`config.mk`:
```
export PLATFORM = sky130hd
export DESIGN_NAME = segment_table_address_translator
export DESIGN_NICKNAME = d
export VERILOG_FILES = /design/src/hdl/stat_pkg.sv /design/src/hdl/stat_table_ram.sv /design/src/hdl/stat_scan_ctrl.sv /design/src/hdl/segment_table_address_translator.sv
export SDC_FILE = /design/constraint.sdc
export NUM_CORES = 2
export LEC_CHECK = 0
export ABC_AREA = 1
export BUFFER_PORTS_ARGS = -buffer_cell sky130_fd_sc_hd__buf_2
export CAP_MARGIN = 20
export CORE_ASPECT_RATIO = 0.8
export CORE_MARGIN = 2
export CORE_UTILIZATION = 45
export CTS_CLUSTER_DIAMETER = 30
export DETAILED_ROUTE_END_ITERATION = 10
export PLACE_DENSITY_LB_ADDON = 0.12
export RECOVER_POWER = 50
export SKIP_LAST_GASP = 1
export SLEW_MARGIN = 25
export SYNTH_ARGS = -nofsm -noshare
export SYNTH_HDL_FRONTEND = slang
export SYNTH_SLANG_ARGS = --single-unit
```
`constraint.sdc`:
```
create_clock -name aclk -period 10.8 [get_ports aclk]
set_input_delay 1.08 -clock aclk [delete_from_list [all_inputs] [get_ports aclk]]
set_output_delay 1.08 -clock aclk [all_outputs]
set_load 0.05 [all_outputs]
```
`src/hdl/stat_pkg.sv`:
```
package stat_pkg;

    // Table geometry
    localparam int MAX_ENTRIES = 16;
    localparam int IDX_W       = (MAX_ENTRIES > 1) ? $clog2(MAX_ENTRIES) : 1;
    localparam int LIM_W       = $clog2(MAX_ENTRIES + 1);

    // Field widths
    localparam int ADDR_W      = 64;
    localparam int ENTRY_IDX_W = 4;
    localparam int CNT_W       = 5;

    // Configuration port
    localparam int CFG_IDX_W   = 1;
    localparam int CFG_DATA_W  = CNT_W;

    localparam logic [CFG_IDX_W-1:0] REG_TRANSLATE_ENABLE = 1'd0;
    localparam logic [CFG_IDX_W-1:0] REG_ENTRY_COUNT      = 1'd1;

    // Command codes
    localparam logic CMD_TRANSLATE = 1'b0;
    localparam logic CMD_WRITE     = 1'b1;

    typedef struct packed {
        logic [ADDR_W-1:0] virt;
        logic [ADDR_W-1:0] phys;
        logic [ADDR_W-1:0] len;
    } entry_t;

    typedef struct packed {
        logic             en;
        logic [IDX_W-1:0] addr;
        entry_t           data;
    } ram_wr_t;

    typedef struct packed {
        logic             translate_enable;
        logic [CNT_W-1:0] entry_count;
    } cfg_t;

endpackage

```
`src/hdl/stat_table_ram.sv`:
```
module stat_table_ram import stat_pkg::*; (
    input  logic             aclk,
    input  ram_wr_t          wr,
    input  logic [IDX_W-1:0] rd_addr,
    output entry_t           rd_data
);

    entry_t mem [MAX_ENTRIES];
    entry_t rd_data_reg;

    always_ff @(posedge aclk) begin
        if (wr.en) begin
            mem[wr.addr] <= wr.data;
        end
        rd_data_reg <= mem[rd_addr];
    end

    assign rd_data = rd_data_reg;

endmodule

```
`src/hdl/stat_scan_ctrl.sv`:
```
module stat_scan_ctrl import stat_pkg::*; (
    input  logic                   aclk,
    input  logic                   aresetn,
    input  cfg_t                   cfg,
    input  logic                   s_valid,
    output logic                   s_ready,
    input  logic                   s_cmd,
    input  logic [ADDR_W-1:0]      s_address,
    input  logic [ENTRY_IDX_W-1:0] s_entry_index,
    input  logic [ADDR_W-1:0]      s_entry_virtual,
    input  logic [ADDR_W-1:0]      s_entry_physical,
    input  logic [ADDR_W-1:0]      s_entry_size,
    output ram_wr_t                ram_wr,
    output logic [IDX_W-1:0]       ram_rd_addr,
    input  entry_t                 ram_rd_data,
    output logic                   m_valid,
    input  logic                   m_ready,
    output logic [ADDR_W-1:0]      m_physical_address,
    output logic                   m_fault
);

    typedef enum logic [1:0] {
        ST_IDLE,
        ST_SCAN,
        ST_ADD,
        ST_DONE
    } state_t;

    state_t            state_reg;
    logic [ADDR_W-1:0] addr_reg;
    logic [LIM_W-1:0]  limit_reg;
    logic [LIM_W-1:0]  issue_idx_reg;
    logic              data_valid_reg;
    logic              data_last_reg;
    logic [ADDR_W-1:0] hit_off_reg;
    logic [ADDR_W-1:0] hit_phys_reg;
    logic [ADDR_W-1:0] res_phys_reg;
    logic              res_fault_reg;
    logic              m_valid_reg;
    logic [ADDR_W-1:0] m_phys_reg;
    logic              m_fault_reg;

    logic              accept;
    logic [LIM_W-1:0]  cfg_limit;
    logic [LIM_W-1:0]  issue_idx_inc;
    logic              issue_more;
    logic [ADDR_W-1:0] scan_off;
    logic              scan_hit;

    assign s_ready = (state_reg == ST_IDLE);
    assign accept  = s_valid && s_ready;

    // entry_count above the table depth scans the whole table
    assign cfg_limit = (32'(cfg.entry_count) > MAX_ENTRIES) ? LIM_W'(MAX_ENTRIES)
                                                            : LIM_W'(cfg.entry_count);

    assign ram_wr.en        = accept && (s_cmd == CMD_WRITE)
                              && (32'(s_entry_index) < MAX_ENTRIES);
    assign ram_wr.addr      = IDX_W'(s_entry_index);
    assign ram_wr.data.virt = s_entry_virtual;
    assign ram_wr.data.phys = s_entry_physical;
    assign ram_wr.data.len  = s_entry_size;

    // entry 0 is read on the accepting edge
    assign ram_rd_addr = (state_reg == ST_IDLE) ? '0 : issue_idx_reg[IDX_W-1:0];

    assign issue_idx_inc = LIM_W'(issue_idx_reg + 1'b1);
    assign issue_more    = (issue_idx_reg < limit_reg);

    // wrapping range test: (addr - start) mod 2^64 < length
    assign scan_off = addr_reg - ram_rd_data.virt;
    assign scan_hit = data_valid_reg && (scan_off < ram_rd_data.len);

    always_ff @(posedge aclk) begin
        if (!aresetn) begin
            state_reg      <= ST_IDLE;
            data_valid_reg <= 1'b0;
            m_valid_reg    <= 1'b0;
        end else begin
            // ST_DONE handles the output register itself
            if (m_valid_reg && m_ready && (state_reg != ST_DONE)) begin
                m_valid_reg <= 1'b0;
            end
            unique case (state_reg)
                ST_IDLE: begin
                    if (accept && (s_cmd == CMD_TRANSLATE)) begin
                        addr_reg       <= s_address;
                        limit_reg      <= cfg_limit;
                        issue_idx_reg  <= LIM_W'(1);
                        data_last_reg  <= (cfg_limit == LIM_W'(1));
                        priority if (!cfg.translate_enable) begin
                            res_phys_reg  <= s_address;
                            res_fault_reg <= 1'b0;
                            state_reg     <= ST_DONE;
                        end else if (cfg_limit == '0) begin
                            res_phys_reg  <= '0;
                            res_fault_reg <= 1'b1;
                            state_reg     <= ST_DONE;
                        end else begin
                            data_valid_reg <= 1'b1;
                            state_reg      <= ST_SCAN;
                        end
                    end
                end
                ST_SCAN: begin
                    priority if (scan_hit) begin
                        hit_off_reg    <= scan_off;
                        hit_phys_reg   <= ram_rd_data.phys;
                        data_valid_reg <= 1'b0;
                        state_reg      <= ST_ADD;
                    end else if (data_valid_reg && data_last_reg) begin
                        res_phys_reg   <= '0;
                        res_fault_reg  <= 1'b1;
                        data_valid_reg <= 1'b0;
                        state_reg      <= ST_DONE;
                    end else begin
                        data_valid_reg <= issue_more;
                        data_last_reg  <= (issue_idx_inc == limit_reg);
                        if (issue_more) begin
                            issue_idx_reg <= issue_idx_inc;
                        end
                    end
                end
                ST_ADD: begin
                    res_phys_reg  <= hit_phys_reg + hit_off_reg;
                    res_fault_reg <= 1'b0;
                    state_reg     <= ST_DONE;
                end
                ST_DONE: begin
                    if (!m_valid_reg || m_ready) begin
                        m_valid_reg <= 1'b1;
                        m_phys_reg  <= res_phys_reg;
                        m_fault_reg <= res_fault_reg;
                        state_reg   <= ST_IDLE;
                    end
                end
            endcase
        end
    end

    assign m_valid            = m_valid_reg;
    assign m_physical_address = m_phys_reg;
    assign m_fault            = m_fault_reg;

endmodule

```
`src/hdl/segment_table_address_translator.sv`:
```
// Segment table address translator. A table of 16 entries (virtual start,
// physical start, length) sits in one synchronous RAM with a registered read.
// A write transfer (s_cmd = 1) stores one entry, gives no result. A translate
// transfer (s_cmd = 0) gives exactly one result. With translate_enable clear
// the address comes back unchanged. Otherwise entries 0 .. entry_count-1 (all
// 16 when entry_count is larger) are read one per cycle, and the range test
// (address - start, mod 2^64, below length) runs on each read word; the lowest
// matching entry wins and gives physical start plus offset, else the result
// is zero with m_fault set. The single RAM read port, one entry per cycle,
// sets how long a scan runs: it ends at the first hit or after the last entry
// in range. Input is taken one item at a time, but a new item is taken while
// the previous result still waits in the output register. Entries read by a
// scan must have been written first. Config writes on the cfg_* port take
// effect at once and belong only to idle periods.
module segment_table_address_translator import stat_pkg::*; (
    input  logic                   aclk,
    input  logic                   aresetn,
    // configuration
    input  logic                   cfg_write_en,
    input  logic [CFG_IDX_W-1:0]   cfg_index,
    input  logic [CFG_DATA_W-1:0]  cfg_wdata,
    // request channel
    input  logic                   s_valid,
    output logic                   s_ready,
    input  logic                   s_cmd,
    input  logic [ADDR_W-1:0]      s_address,
    input  logic [ENTRY_IDX_W-1:0] s_entry_index,
    input  logic [ADDR_W-1:0]      s_entry_virtual,
    input  logic [ADDR_W-1:0]      s_entry_physical,
    input  logic [ADDR_W-1:0]      s_entry_size,
    // result channel
    output logic                   m_valid,
    input  logic                   m_ready,
    output logic [ADDR_W-1:0]      m_physical_address,
    output logic                   m_fault
);

    cfg_t             cfg_reg;
    ram_wr_t          ram_wr;
    logic [IDX_W-1:0] ram_rd_addr;
    entry_t           ram_rd_data;

    // Config registers
    always_ff @(posedge aclk) begin
        if (!aresetn) begin
            cfg_reg.translate_enable <= 1'b0;
            cfg_reg.entry_count      <= '0;
        end else if (cfg_write_en) begin
            unique case (cfg_index)
                REG_TRANSLATE_ENABLE: cfg_reg.translate_enable <= cfg_wdata[0];
                REG_ENTRY_COUNT:      cfg_reg.entry_count      <= cfg_wdata[CNT_W-1:0];
            endcase
        end
    end

    // Scan sequencer: entry writes, read issue, range compare, result register
    stat_scan_ctrl u_ctrl (
        .aclk               (aclk),
        .aresetn            (aresetn),
        .cfg                (cfg_reg),
        .s_valid            (s_valid),
        .s_ready            (s_ready),
        .s_cmd              (s_cmd),
        .s_address          (s_address),
        .s_entry_index      (s_entry_index),
        .s_entry_virtual    (s_entry_virtual),
        .s_entry_physical   (s_entry_physical),
        .s_entry_size       (s_entry_size),
        .ram_wr             (ram_wr),
        .ram_rd_addr        (ram_rd_addr),
        .ram_rd_data        (ram_rd_data),
        .m_valid            (m_valid),
        .m_ready            (m_ready),
        .m_physical_address (m_physical_address),
        .m_fault            (m_fault)
    );

    // Segment table storage, registered read
    stat_table_ram u_table (
        .aclk    (aclk),
        .wr      (ram_wr),
        .rd_addr (ram_rd_addr),
        .rd_data (ram_rd_data)
    );

endmodule

```
==> summary.txt <==
Synthesis
  – Post-synthesis cell count: 10788
  – Yosys top cell area share: 71.12%
  – Syn avg cell area: 13.33 µm²
  – Most common cell in the netlist: edfxtp_1
  – Post-synthesis instance area: 143800 µm²
  – Share of synthesized registers carrying an async set or reset: 0%
  – Post-synth top area cell: edfxtp_1
  – Top post-synthesis cells by area: edfxtp_1, nor2_1, dfxtp_1, nand2_1, o21ai_0
  – Seq/Total Area, Yosys: 73.94%
  – Top FF cell, synth: edfxtp_1
  – Post-synthesis net count: 11261
  – Post-synth top cells: edfxtp_1, nor2_1, nand2_1
  – FF+latch count, synth: 3607
  – Synth Warn #: 0
  – Number of synthesized flops with an enable pin: 3405
  – Synth unique cells: 51

Routing
  – Drt drc: 0
  – Post-Route WL: 487300 µm
  – Antenna Nets Post-Route: 0
  – Routed vias: 96379
  – Wire per inst: 30.46 µm
  – DR pass1 iterations: 8
  – Vias/cell: 6.024
  – First-iteration detailed-routing DRC count: 11507

Cells and area
  – Multi-input gate area: 33150 µm²
  – Reg area: 106300 µm²
  – Final nets: 11719
  – Fin cells: 16000
  – Layout area overhead: 18.77%
  – Layout cells sized above 1: 10.39%
  – Largest register FFs: 3072
  – Fillers: 26183
  – Final Instance Area: 170700 µm²

Floorplanning
  – # IOs: 339
  – Core area: 317800 µm²
  – Die Span Y: 509.5 µm
  – Die Area: 324000 µm²
  – Rows: 185
  – Die X-Extent: 635.9 µm
  – Initial core utilization: 45.23%

Worst hold path
  – HP Class: primary input to flip-flop
  – Hold-critical path depth: 1

Critical path
  – CP max stage cell: clkbuf_1
  – Crit path launch type: flip-flop
  – Delay-heaviest family, CP: buffers and inverters
  – WP data arrival: 7.77 ns
  – CP Max Fanout: 66
  – Critical path buffers and inverters: 2
  – Crit path kind: flip-flop to flip-flop
  – CP endpoint kind: flip-flop
  – WP depth: 6
  – Reg2reg path depth: 6
  – CP required: 11.21 ns
  – Crit-path max cell delay: 4.66 ns
  – Critical path, cell by cell: inv_1 > ha_1 > and3_1 > nand2_1 > nor2_1 > clkbuf_1

Power and ir drop
  – Leak: 57.20 nW
  – VDD IR-drop max: 0.1854 mV
  – P per Cell Area: 282.3 nW/µm²

Timing
  – # setup viols final: 0
  – Period utilization: 68.15%
  – Setup TNS: 0 ns
  – Worst relative slew slack: -360.0%
  – Fmax achieved: 135.9 MHz
  – Slew @ Worst Pin: 6.900 ns
  – Period minus WS final: 7.360 ns
  – Slew Viols, Final: 264
  – RSZ-0062 raised after global routing: no
  – Hold slack final: 0.2923 ns
  – Worst-case clock skew: 0.03826 ns
  – Hold Vio Cnt, Final: 0

Placed design
  – Placed cell count: 14848
  – Dpl cell area: 150100 µm²
  – IO buf count: 338
  – GPL Wtd Cong: 0.9935
  – Hpwl dp: 285900 µm

Clocking
  – Cts repair resizes: 0
  – CTS tree: built
  – Clock Tree Root: clkbuf_16
  – Bufs on Longest Clock Path: 4
  – Hold_buf cts: 0
  – TritonCTS buffer count: 603
  – Later-pin clock latency in the skew report: 1.04 ns
  – Clock sinks: 3607
  – Post-CTS setup repair buffer count: 0
  – Clk slew on worst S/H paths: 0.05 ns
  – H-tree depth: 6

Global route
  – Initial antenna violation count: 136
  – Gr ovfl total: 0
  – Largest net degree at the start of global routing: 195
  – First-pass GRT wire length: 679700 µm
  – GRT Overall Usage: 29.24%
  – Number of global-route vias before repair: 90310

Outcome
  – Failing checks: max-capacitance violations, max-slew violations
  – Outcome: finished, violations left

Job
  – Max-cap violations: 9
## final cells by class
cell class	count	share of cell area (%)
multi-input cells	6075	19.42
inverters	454	1.016
diodes	37	0.05423
clock buffers	711	9.429
flip-flops and latches	3607	62.25
repair buffers	505	1.763
well taps	4207	3.083
clock inverters	404	2.984
## worst reg2reg max path, cell delays in order, from the launching register on
cell,delay [ns]
dfxtp_1,0.33
inv_1,0.11
ha_1,0.54
and3_1,0.41
nand2_1,0.20
nor2_1,0.20
clkbuf_1,4.66
## through the flow
step	setup WS (ns)	power, mW	utilization, %
final	3.440	48.21	53.72
after global routing	3.237	49.96	53.71
after CTS	4.415	48.33	53.89
after detailed placement	4.445	28.52	47.22
after global placement	4.453	28.45	47.16
after floorplan	0.6005	23.53	-
## path summary, 6_finish.rpt
check                                    start                                 endpoint  slack, ns
max reg2reg   u_ctrl.state_reg[1]$_SDFFE_PN0P_            u_table.mem[2][167]$_DFFE_PP_       3.44
min reg2reg  u_ctrl.res_phys_reg[23]$_DFFE_PP_  u_ctrl.m_physical_address[23]$_DFFE_PP_       0.40
min                               s_address[0]             u_ctrl.addr_reg[0]$_DFFE_PP_       0.29
max           u_ctrl.state_reg[1]$_SDFFE_PN0P_            u_table.mem[2][167]$_DFFE_PP_       3.44
## cell families after synthesis
group                      synth area share, %
and+or+nand+nor                          7.561
buffers and inverters                    3.084
DFF                                      73.94
AOI/OAI and AO/OA                        13.28
xor gates and xnor gates                0.3777
adders and majority gates                1.760
## per-layer routing
metal | vias up | global-route usage [%] | part of all wire, %
met5 | - | 0 | 0.092
met4 | 68 | 7.636 | 2.4
met3 | 697 | 5.158 | 8.5
met2 | 4555 | 42.94 | 43
met1 | 49072 | 44.90 | 46
li1 | 41987 | - | -
## report_power, final
part / switching (mW) / internal [mW] / total [mW]
sequential: 0.369 / 16.2 / 16.6
clock: 6.86 / 12.9 / 19.8
combinational: 8.72 / 3.09 / 11.8
total: 15.9 / 32.3 / 48.2
## placed cells by master, fill, tap and decap left out, drive strengths merged, types with 5 or more instances in the layout
| cell | instances |
|---|---|
| edfxtp | 3405 |
| nor2 | 1455 |
| nand2 | 1077 |
| clkbuf | 1037 |
| o21ai | 825 |
| a21oi | 721 |
| inv | 505 |
| o22ai | 451 |
| o311ai | 230 |
| a221oi | 220 |
| dfxtp | 202 |
| clkinv | 202 |
| ha | 199 |
| a22oi | 187 |
| buf | 179 |
| o211ai | 126 |
| nand3 | 120 |
| bufinv | 92 |
| o32ai | 65 |
| clkinvlp | 59 |
| xor2 | 46 |
| nor3 | 46 |
| a221o | 46 |
| a31oi | 42 |
| diode | 37 |
| or2 | 30 |
| o21bai | 25 |
| o221ai | 24 |
| a21o | 22 |
| nand4 | 19 |
| xnor2 | 16 |
| o21a | 16 |
| nor4 | 14 |
| a211oi | 11 |
| a21boi | 10 |
| nand3b | 8 |
| and3 | 6 |
| a32o | 5 |
(Power assumes the default switching activity.)
